===== src/rtl/ccube_ram.sv =====
`timescale 1ns / 1ps
// ----------------------------------------------------------------------------
// ccube_ram
// Generic single-port RAM with registered read data.
// ----------------------------------------------------------------------------
module ccube_ram #(
    parameter int WIDTH = 31,
    parameter int DEPTH = 32
) (
    input  logic                     i_clk,
    input  logic                     i_we,
    input  logic [$clog2(DEPTH)-1:0] i_addr,
    input  logic [WIDTH-1:0]         i_wdata,
    output logic [WIDTH-1:0]         o_rdata
);

    logic [WIDTH-1:0] r_mem [DEPTH];
    logic [WIDTH-1:0] r_rdata;

    always_ff @(posedge i_clk) begin
        if (i_we) begin
            r_mem[i_addr] <= i_wdata;
        end
        r_rdata <= r_mem[i_addr];
    end

    assign o_rdata = r_rdata;

endmodule


===== config.mk =====
export PLATFORM = sky130hd
export DESIGN_NAME = ccube_ram
export DESIGN_NICKNAME = d
export VERILOG_FILES = /design/src/rtl/ccube_ram.sv
export SDC_FILE = /design/constraint.sdc
export NUM_CORES = 1
export LEC_CHECK = 0
export BUFFER_PORTS_ARGS = -buffer_cell sky130_fd_sc_hd__buf_2
export CAP_MARGIN = 20
export CORE_AREA = 2 2 289 291
export CTS_CLUSTER_DIAMETER = 200
export CTS_CLUSTER_SIZE = 30
export DETAILED_ROUTE_END_ITERATION = 8
export DIE_AREA = 0 0 291 293
export GPL_TIMING_DRIVEN = 0
export PLACE_DENSITY_LB_ADDON = 0.2
export SYNTH_ARGS = -nofsm -noshare
export SYNTH_HDL_FRONTEND = slang
export SYNTH_SLANG_ARGS = --single-unit
export TNS_END_PERCENT = 20

===== constraint.sdc =====
create_clock -name i_clk -period 6.6 [get_ports i_clk]
set_input_delay 1.32 -clock i_clk [delete_from_list [all_inputs] [get_ports i_clk]]
set_output_delay 1.32 -clock i_clk [all_outputs]
set_load 0.01 [all_outputs]

==> flow_metrics.env <==
export IMPL_drv_cap=0
export IMPL_yosys_warnings=0
export IMPL_hold_viol_final=0
export IMPL_yosysTopAreaCell="edfxtp_1"
export IMPL_final_area_mm2=0.0422
export IMPL_worstPathArrival_ps=4390
export IMPL_finClkSkew_ps=36.8
export IMPL_placed_cell_area_mm2=0.0411
export IMPL_clk_insertion_delay_late_ps=610
export IMPL_cts_resized=0
export IMPL_fin_ws_ps=2540
export IMPL_clk_pin_slew_ps=110
export IMPL_critical_path_class="input pin to flop"
export IMPL_powerDensity_mw_per_mm2=260
export IMPL_cts_htree_levels=2
export IMPL_worstReg2RegEnd="o_rdata[6]"
export IMPL_drt_iter0_markers=2224
export IMPL_dp_hpwl_mm=66.9
export IMPL_outcome="finished clean"
export IMPL_rrSetupSlack_ps=4700
export IMPL_fmax_ghz=0.246
export IMPL_crit_start="i_addr[1]"
export IMPL_slew_headroom_pct=31.7
export IMPL_critPathLaunchType="input pin"
export IMPL_synth_fa_ha_area_share_pct=0
export IMPL_cts_hold_buf=0
export IMPL_finalNetCount=2230
export IMPL_vias=20100
export IMPL_holdWs_ps=673
export IMPL_synth_top_area_share_pct=77.6
export IMPL_worst_slew_pin_slew_ps=1020
export IMPL_grt_remaining_overflow=0
export IMPL_floorplan_initialDensity_pct=46.9
export IMPL_synth_compound_area_share_pct=4.04
export IMPL_seq_area_frac_synth_pct=79.2
export IMPL_met2_usage_pct=40.7
export IMPL_synth_cell_types=22
export IMPL_critical_path_max_fanout=18
export IMPL_antenna_found_initial=2
export IMPL_drt_first_pass_iters=5
export IMPL_ir_drop_v=0.000155
export IMPL_min_period_over_period_pct=61.6
export IMPL_crit_path_end_kind="flop"
export IMPL_cts_inserted_buffers=40
export IMPL_fin_setup_tns_ps=0
export IMPL_critPathCapture="r_mem[19][8]"
export IMPL_syn_avg_cell_area_um2=18.8
export IMPL_ys_flop_type="edfxtp_1"
export IMPL_synth_simple_area_share_pct=2.26
export IMPL_vias_per_cell=6.10
export IMPL_io_buffers=67
export IMPL_postRouteAntennaNets=0
export IMPL_place_ws_ps=1960
export IMPL_io_pins=69
export IMPL_grtUsageTotal_pct=24.0
export IMPL_min_path_type="flop to flop"
export IMPL_antennaDiodeCount=0
export IMPL_clock_sinks=1023
export IMPL_clock_root_buffer="clkbuf_16"
export IMPL_routabilityCongestion=0.826
export IMPL_met1_usage_pct=32.7
export IMPL_syn_area_mm2=0.0384
export IMPL_synth_common_cells="992 x edfxtp_1, 496 x mux2i_1, 248 x o22ai_1, 91 x buf_2, 62 x nor4_1"
export IMPL_clk_path_buf_depth=3
export IMPL_synth_xor_area_share_pct=0
export IMPL_grt_pass1_vias=19700
export IMPL_nFillCells=6513
export IMPL_wl_per_cell_um=31.6
export IMPL_synthCells=2039
export IMPL_cts_setup_buffers=0
export IMPL_wirelength_mm=104
export IMPL_rr_startpoint="r_mem[24][6]"
export IMPL_muxShareOfSynthArea_pct=12.9
export IMPL_die_h_um=293
export IMPL_synth_top_family_by_area="multiplexers"
export IMPL_grt_pass1_wl_mm=144
export IMPL_synth_edf_count=992
export IMPL_required_ps=6930
export IMPL_setup_viol=0
export IMPL_drcViolationCount=0
export IMPL_yosysMostFrequentCell="edfxtp_1"
export IMPL_p_leak_nw=14.3
export IMPL_period_minus_slack_ps=4060
export IMPL_reg2reg_depth=4
export IMPL_synth_fp_nets=2077
export IMPL_grt_max_degree=33
export IMPL_rsz0062_at_grt="no"
export IMPL_drive_above_1_share_pct=12.9
export IMPL_rows=105
export IMPL_met3_usage_pct=3.48
export IMPL_cts_tree="done"
export IMPL_syn_to_final_growth_pct=9.98
export IMPL_finalMaxSlewViolations=0
export IMPL_die_width_um=291
export IMPL_grt_busiest_layer="met2"
export IMPL_netlist_top_cells_area="edfxtp_1 78%, mux2i_1 13%, o22ai_1 4.0%"
export IMPL_coreArea_mm2=0.0818
export IMPL_ys_seq_elements=1023
export IMPL_async_flop_share_pct=0
export IMPL_die_area_mm2=0.0853
worst max-delay path: stages:
cell and delay, ps:
buf_2 130, buf_2 310, buf_4 340, buf_4 320
nand3_1 650, nor2_4 1040, buf_16 250
cells in the final DEF, fill, tap and decap left out, drive strengths merged, types with 3 or more instances in the layout:
cell,n
dfxtp,31
or3b,3
buf,210
mux2i,496
nand4bb,6
or4b,4
nor3,4
nand3b,4
nand2,33
o22ai,248
nor2,29
edfxtp,992
nor4,62
nand4b,4
clkbuf,88
worst min path at each step:
stage                       start           to  slack [ps]  cells past startpoint
floorplan           r_mem[20][29]  o_rdata[29]         580                      4
global placement     r_mem[12][5]   o_rdata[5]         650                      4
detailed placement   r_mem[12][3]   o_rdata[3]         640                      4
CTS                  r_mem[12][3]   o_rdata[3]         670                      4
global route         r_mem[12][4]   o_rdata[4]         710                      4
finish               r_mem[12][5]   o_rdata[5]         670                      4
state kept, by name, summed over array words and instances, names as in the netlist:
name     count
o_rdata     31
r_mem      992
final cells by class:
| cell class | instances | area [µm²] | share of cell area, % |
|---|---|---|---|
| timing repair buffer | 111 | 1100 | 2.61 |
| buffer | 118 | 602 | 1.43 |
| clock inverter | 1 | 30.0 | 0.0711 |
| tap | 1070 | 1340 | 3.17 |
| sequential | 1023 | 30400 | 72.0 |
| clock buffer | 69 | 1130 | 2.68 |
| multi-input combinational | 898 | 7620 | 18.0 |
cells by family (layout without fill, tap and decap cells):
| kind of cell | count (synthesis) | count (layout) |
|---|---|---|
| buf+inv | 118 | 299 |
| simple gates | 154 | 154 |
| mux | 496 | 496 |
| flops | 1023 | 1023 |
| compound gates | 248 | 248 |
report_power, final:
part | internal [mW] | switching (mW)
sequential | 7.21 | 0.0288
combinational | 0.196 | 0.444
clock | 1.20 | 1.87
through the flow:
step | total power, mW | utilization [%] | std cells
2_1_floorplan | 7.70 | - | 2039
6_report | 11.0 | 51.6 | 3290
4_1_cts | 11.0 | 51.6 | 3290
5_1_grt | 11.2 | 51.6 | 3290
3_3_place_gp | 8.00 | 49.0 | 3176
3_5_place_dp | 8.03 | 50.2 | 3220
layer usage:
metal	routed length [µm]	vias up	share of wire (%)
li1	-	8538	-
met1	42900	10500	41
met2	50700	900	49
met3	7440	153	7.2
met4	2720	0	2.6
met5	0	-	0
Power figures use the tool's default switching activity.
