`src/rtl/ccube_pkg.sv`:
```
`timescale 1ns / 1ps
// ----------------------------------------------------------------------------
// ccube_pkg
// Shared types and constants of the coincidence cube histogrammer.
// ----------------------------------------------------------------------------
package ccube_pkg;

    localparam int E_W   = 16;
    localparam int CNT_W = 31;
    localparam int RB_W  = 5;
    localparam int ST_W  = 2;

    localparam logic [E_W-1:0] MAX_ENERGY_RESET = 16'd4096;

    localparam logic ACT_FILL = 1'b0;
    localparam logic ACT_READ = 1'b1;

    localparam logic [ST_W-1:0] STORE_X   = 2'd0;
    localparam logic [ST_W-1:0] STORE_XY  = 2'd1;
    localparam logic [ST_W-1:0] STORE_XYZ = 2'd2;

    typedef enum logic [2:0] {
        S_CLEAR,
        S_IDLE,
        S_DIV,
        S_RD,
        S_WAIT,
        S_OUT
    } t_state;

endpackage

```
`src/rtl/ccube_bin_lane.sv`:
```
`timescale 1ns / 1ps
// ----------------------------------------------------------------------------
// ccube_bin_lane
// One binning lane: floor(e * BINS / max) by restoring division, one
// quotient bit per step.
// ----------------------------------------------------------------------------
module ccube_bin_lane
    import ccube_pkg::*;
#(
    parameter int BINS = 32
) (
    input  logic                      i_clk,
    input  logic                      i_load,
    input  logic                      i_step,
    input  logic [E_W-1:0]            i_energy,
    input  logic [E_W-1:0]            i_max,
    output logic [$clog2(BINS)-1:0]   o_bin
);

    localparam int QW = $clog2(BINS);
    localparam int PW = E_W + QW;

    logic [PW-1:0]  n_prod;
    logic [E_W:0]   n_trial;
    logic [E_W-1:0] r_rem;
    logic [QW-1:0]  r_low;
    logic [QW-1:0]  r_q;

    assign n_prod  = PW'(i_energy) * PW'(BINS);
    assign n_trial = {r_rem, r_low[QW-1]};

    // The running remainder always stays below max, so 16 bits hold it.
    always_ff @(posedge i_clk) begin
        if (i_load) begin
            r_rem <= n_prod[PW-1:QW];
            r_low <= n_prod[QW-1:0];
            r_q   <= '0;
        end else if (i_step) begin
            r_low <= r_low << 1;
            if (n_trial >= {1'b0, i_max}) begin
                r_rem <= E_W'(n_trial - {1'b0, i_max});
                r_q   <= QW'({r_q, 1'b1});
            end else begin
                r_rem <= n_trial[E_W-1:0];
                r_q   <= QW'({r_q, 1'b0});
            end
        end
    end

    assign o_bin = r_q;

endmodule

```
`config.mk`:
```
export PLATFORM = sky130hd
export DESIGN_NAME = ccube_bin_lane
export DESIGN_NICKNAME = d
export VERILOG_FILES = /design/src/rtl/ccube_pkg.sv /design/src/rtl/ccube_bin_lane.sv
export SDC_FILE = /design/constraint.sdc
export NUM_CORES = 1
export LEC_CHECK = 0
export BUFFER_PORTS_ARGS = -buffer_cell sky130_fd_sc_hd__buf_2
export CAP_MARGIN = 0
export CORE_ASPECT_RATIO = 0.8
export CORE_MARGIN = 10
export CORE_UTILIZATION = 40
export DETAILED_ROUTE_END_ITERATION = 12
export SYNTH_ARGS = -nofsm -noshare
export SYNTH_HDL_FRONTEND = slang
export SYNTH_SLANG_ARGS = --single-unit
```
`constraint.sdc`:
```
create_clock -name i_clk -period 3.3 [get_ports i_clk]
set_clock_uncertainty 0.2 [all_clocks]
set_input_delay 0.99 -clock i_clk [delete_from_list [all_inputs] [get_ports i_clk]]
set_output_delay 0.99 -clock i_clk [all_outputs]
set_load 0.1 [all_outputs]
```
==> flow_summary.ini, run 1 <==
[floorplanning]
rows = 21
core_um2 = 4280
start_util_pct = 42.3
die_w_um = 95.2
dieArea_um2 = 7630
die_h_um = 80.2
num_io_pins = 40

[hold_path]
hp-start = o_bin[4]
hold_end = o_bin[4]
hold_path.class = flop to flop
holdPathStages = 2

[cts]
cts_tree = yes
postCtsHoldBufs = 0
cts_max_level = 1
cts_sinks = 21
cts_made_buffers = 3
clock_path_buffers = 2
clock_latency_ps = 270
clk_pin_slew_ps = 80
cts_root_buffer = clkbuf_8

[placed_design]
dp_hpwl_um = 3530
io_buffer_count = 39
gp_congestion = 0.828
pre_cts_ws_ps = -194
place_inst = 313

[synthesis]
syn_inst = 200
synth_edf_count = 16
ys_warn_count = 0
yosysTopAreaCell = edfxtp_1
ys_seq_area_share_pct = 32.1
synth-seq-cells = 21
synthesis.nets = 252
synth_area_leaders = edfxtp_1 (27%), ha_1 (11%), dfxtp_1 (5.5%)
netlist_area_um2 = 1810
synth.distinct_cells = 43
ys_top_cells_by_count = inv_1 (20), edfxtp_1 (16), ha_1 (16)
synth_top_area_share_pct = 26.5
ys.flop_type = edfxtp_1
synth.most_common_cell = inv_1
async_reset_ff_share_pct = 0
avgSynthCellArea_um2 = 9.05

[power]
p_int_w = 0.00102
p_leak_nw = 1.12
switching_power_w = 0.000639
peakVddDrop_v = 0.000350
seq_power_share_pct = 25.7
p_per_area_nw_per_um2 = 678
power_switching_share_pct = 38.6
p_comb_share_pct = 63.7
clkPwrFrac_pct = 10.6

[timing]
finalHoldViolations = 0
worstMarginPinSlew_ps = 706
setup_tns_ps = 0
fin_ws_ps = 104
fmax_ghz = 0.313
relSlewSlack_pct = 52.9
slew_violations = 0
setup_violations = 0
period_minus_slack_ps = 3200
min_period_over_period_pct = 96.8

[setup_path]
reg2reg_slack_ps = 530
r2r_cells = 9
path_class = input port to flop
critPathSlowestCell = a2111o_1
slowest_delay_ps = 390
reg2reg_to = r_rem[10]
cp.arrival_ps = 3020
worstPathMaxFanout = 6
required_ps = 3120
worstReg2RegStart = r_rem[9]
crit_chain = buf_2 > inv_1 > ha_4 > a21oi_4 > o21ai_2 > a41o_1 > a2111o_1 > a31oi_4 > buf_12 > nor3_1 > a221o_1
start_kind = input port
critPathCaptureType = flop

[final_layout]
area_delta_synth_final_pct = 35.0
fill_cells = 410
final_core_util_pct = 57.1
drive_gt1_share_pct = 33.2
final_cells = 322
fin_nets = 318
n_antenna_cell = 0

[routing]
first_iter_violations = 89
wl_per_cell_um = 14.4
num_vias = 1647
vias_per_cell = 5.11
first_pass_iters = 4
drc = 0
antenna_left = 0
drt_wl_total_um = 4640

[global_route]
grt_overflow_total = 0
grt_pass1_wl_um = 7790
grt_util_all_layers_pct = 12.3
grt_start_max_net_pins = 47
grt_pass1_vias = 1695
grt_antenna_before_repair = 0

[status]
status = finished, final reports clean

[job]
drv_cap = 0
==> power groups by stage <==
stage	combinational [W]	sequential, W	clock [W]
2_1_floorplan	0.000612	0.000438	0
3_3_place_gp	0.000921	0.000427	0
3_5_place_dp	0.000932	0.000427	0
4_1_cts	0.000938	0.000421	0.000184
5_1_grt	0.00117	0.000434	0.000191
6_report	0.00106	0.000425	0.000175
==> layer usage <==
| layer | vias up | share of wire [%] | track usage, % |
|---|---|---|---|
| li1 | 865 | - | - |
| met1 | 750 | 52 | 17.3 |
| met2 | 28 | 42 | 17.9 |
| met3 | 4 | 4.7 | 3.81 |
| met4 | 0 | 0.50 | 2.54 |
| met5 | - | 0 | 0 |
==> critical path, delay by kind of cell <==
kind | cells | cell delay, ps
AOI/OAI and AO/OA | 6 | 1410
adders and majority gates | 1 | 230
buffers and inverters | 3 | 330
and+or+nand+nor | 1 | 50
==> sequential cells by signal (all words and copies together), names as in the netlist <==
name	cells
r_rem	16
o_bin	5
==> per-stage QoR <==
step                hold slack (ps)  cell area, um2  power [W]
floorplan                       374            1840    0.00105
global placement                270            2260    0.00135
detailed placement              284            2260    0.00136
CTS                             304            2310    0.00154
global route                    335            2440    0.00180
finish                          297            2440    0.00166
==> cell type report <==
| class | count | area [um2] | share of cell area (%) |
|---|---|---|---|
| Multi-Input combinational cell | 151 | 1220 | 50.0 |
| Sequential cell | 21 | 581 | 23.8 |
| Timing Repair Buffer | 69 | 450 | 18.4 |
| Inverter | 20 | 75.1 | 3.07 |
| Tap cell | 57 | 71.3 | 2.92 |
| Clock buffer | 4 | 45.0 | 1.84 |
==> how the worst max path moves through the flow <==
stage               from        end  cells after the start
6_report       i_max[10]  r_rem[10]                     11
5_1_grt         i_max[6]  r_rem[10]                     11
4_1_cts        i_max[10]  r_rem[10]                     11
3_5_place_dp   i_max[10]   r_rem[9]                     11
3_3_place_gp   i_max[10]   r_rem[9]                     11
2_1_floorplan  i_max[10]  r_rem[15]                      9
==> what timing repair did <==
item	4_1_cts	5_1_grt
resized for setup	0	13
endpoints found under the setup margin	0	6
setup buffers	0	4
==> placed cells by master (no fill, tap or decap), drive strengths merged, types with 3 or more instances in the layout <==
master and count:
a211o 3, a211oi 3, a21o 4, a21oi 15, a221o 4, a31oi 4
buf 68, clkbuf 5, dfxtp 5, edfxtp 16, ha 16, inv 20
mux2i 5, nand2 13, nand3 3, nand3b 7, nor2 13, nor2b 9
nor3 3, nor3b 3, o21ai 9, o311ai 5, xnor2 6, xor2 5
==> logic make-up after synthesis <==
kind of cell / after synthesis / synth area share, %
muxes: 6 / 3.39
and+or+nand+nor: 60 / 17.8
DFF: 21 / 32.1
AOI/OAI and AO/OA: 57 / 23.0
xor gates and xnor gates: 11 / 5.32
buffers and inverters: 28 / 6.22
adders and majority gates: 17 / 12.2
No activity file was read; power rests on OpenSTA's default activity.
==> run 2: changes to the inputs <==
- CELL_PAD_IN_SITES_DETAIL_PLACEMENT: default -> 2
- CELL_PAD_IN_SITES_GLOBAL_PLACEMENT: default -> 2
- CORE_UTILIZATION: 40 -> 29
- PLACE_DENSITY_LB_ADDON: default -> 0.1
==> run 2 against run 1 <==
Against the previous run: fmax is 0.28% lower; utilization is 16 points lower; clock power increased by 7%; non-clock buffer count grew 3; critical path type unchanged.
==> flow_summary.ini, run 2 (synthesis results as in run 1) <==
[timing]
relSlewSlack_pct = 63.9
finalHoldViolations = 0
period_minus_slack_ps = 3200
min_period_over_period_pct = 97.1
setup_tns_ps = 0
holdWs_ps = 300
fmax_ghz = 0.312
worstMarginPinSlew_ps = 541
setup_violations = 0
slew_violations = 0

[cts]
postCtsHoldBufs = 0
clock_path_buffers = 2
cts_max_level = 1
cts_sinks = 21
clock_latency_ps = 270
cts_tree = yes
clk_pin_slew_ps = 90
cts_made_buffers = 3
cts_root_buffer = clkbuf_8

[power]
p_per_area_nw_per_um2 = 682
peakVddDrop_v = 0.000206
p_leak_nw = 1.13

[routing]
first_pass_iters = 4
num_vias = 1727
wl_per_cell_um = 16.0
first_iter_violations = 24
drt_wl_total_um = 5590
drc = 0
vias_per_cell = 4.95
antenna_left = 0

[placed_design]
io_buffer_count = 39
dp_hpwl_um = 4600
gp_congestion = 0.779

[final_layout]
area_delta_synth_final_pct = 35.3
drive_gt1_share_pct = 32.8
final_core_util_pct = 41.0
n_antenna_cell = 0
fin_nets = 321
regMostFlops = r_rem
largest_reg_flops = 16
mostFrequentLayoutCells = buf_2 (39), buf_4 (30), inv_1 (20)
final_common_cell = buf_2
fill_cells = 693

[floorplanning]
dieArea_um2 = 9820
num_io_pins = 40
rows = 25
start_util_pct = 30.3
die_w_um = 108
die_h_um = 90.7
core_um2 = 5970

[setup_path]
required_ps = 3130
path_class = input port to flop
worstReg2RegStart = r_rem[11]
crit_end = r_rem[11]
r2r_cells = 8
critPathCaptureType = flop
reg2reg_slack_ps = 470
critPathLaunch = i_max[12]
cp.arrival_ps = 3030
worstPathMaxFanout = 4
start_kind = input port
reg2reg_to = r_rem[11]

[job]
drv_cap = 0

[global_route]
grt_pass1_vias = 1972
grt_antenna_before_repair = 0
grt_start_max_net_pins = 33
grt_overflow_total = 0
grt_util_all_layers_pct = 11.7
grt_pass1_wl_um = 9680

[hold_path]
hold_path.class = flop to flop

[status]
status = finished, final reports clean
## run 2: cell count changes in the layout (fill, tap and decap cells not counted), sizes merged
| cell | previous run | this run |
|---|---|---|
| clkbuf | 5 | 3 |
| buf | 68 | 72 |
| clkinvlp | 0 | 1 |
## run 2: final cells by class
class / instances / area [um2] / area share [%]
multi-input cells: 151 / 1180 / 48.2
flip-flops and latches: 21 / 581 / 23.7
repair buffers: 72 / 463 / 18.9
well taps: 81 / 101 / 4.14
inverters: 20 / 75.1 / 3.06
clock buffers: 3 / 41.3 / 1.69
clock inverters: 1 / 7.51 / 0.306
## run 2: what timing repair did
| action | in CTS | in global routing |
|---|---|---|
| pin swaps | 0 | 2 |
| gates resized for setup | 2 | 8 |
| setup endpoints to repair | 2 | 12 |
| hold endpoints to repair | 0 | 0 |
| buffers inserted | 0 | 2 |
## run 2: per-stage QoR
stage	cell area [um2]	total power, W	setup WS, ps	instances
2_1_floorplan	1840	0.00105	7.95	200
6_report	2450	0.00167	95.3	349
3_3_place_gp	2340	0.00141	-179	343
4_1_cts	2400	0.00164	-5.64	347
5_1_grt	2450	0.00183	-0.131	349
3_5_place_dp	2340	0.00144	-306	343
## run 2: worst min path at each step
stage | slack (ps) | cells after the start | to | start
floorplan | 370 | 2 | r_rem[4] | r_rem[3]
global route | 350 | 2 | o_bin[4] | o_bin[4]
CTS | 310 | 2 | o_bin[4] | o_bin[4]
global placement | 280 | 2 | o_bin[4] | o_bin[4]
detailed placement | 290 | 2 | o_bin[4] | o_bin[4]
finish | 300 | 2 | o_bin[4] | o_bin[4]
## run 2: critical path, stage by stage
cell,delay (ps)
buf_2,90
inv_1,90
ha_4,220
a21oi_4,160
o21ai_2,90
a41o_1,210
a2111o_1,450
a31oi_4,230
nor2_1,160
a221o_1,330
## run 2: power breakdown
group | leakage [nW] | total, W | internal [W] | switching, W
registers | 0.206 | 0.000426 | 0.000379 | 0.0000470
clock network | 0.0217 | 0.000188 | 0.0000856 | 0.000102
logic | 0.903 | 0.00106 | 0.000538 | 0.000520
## run 2: per-layer routing
metal  track usage, %  vias up  share of wire (%)
li1                 -      869                  -
met1             15.1      833                 49
met2             19.4       23                 47
met3             3.14        2                3.9
met4             1.21        0               0.16
met5                0        -                  0
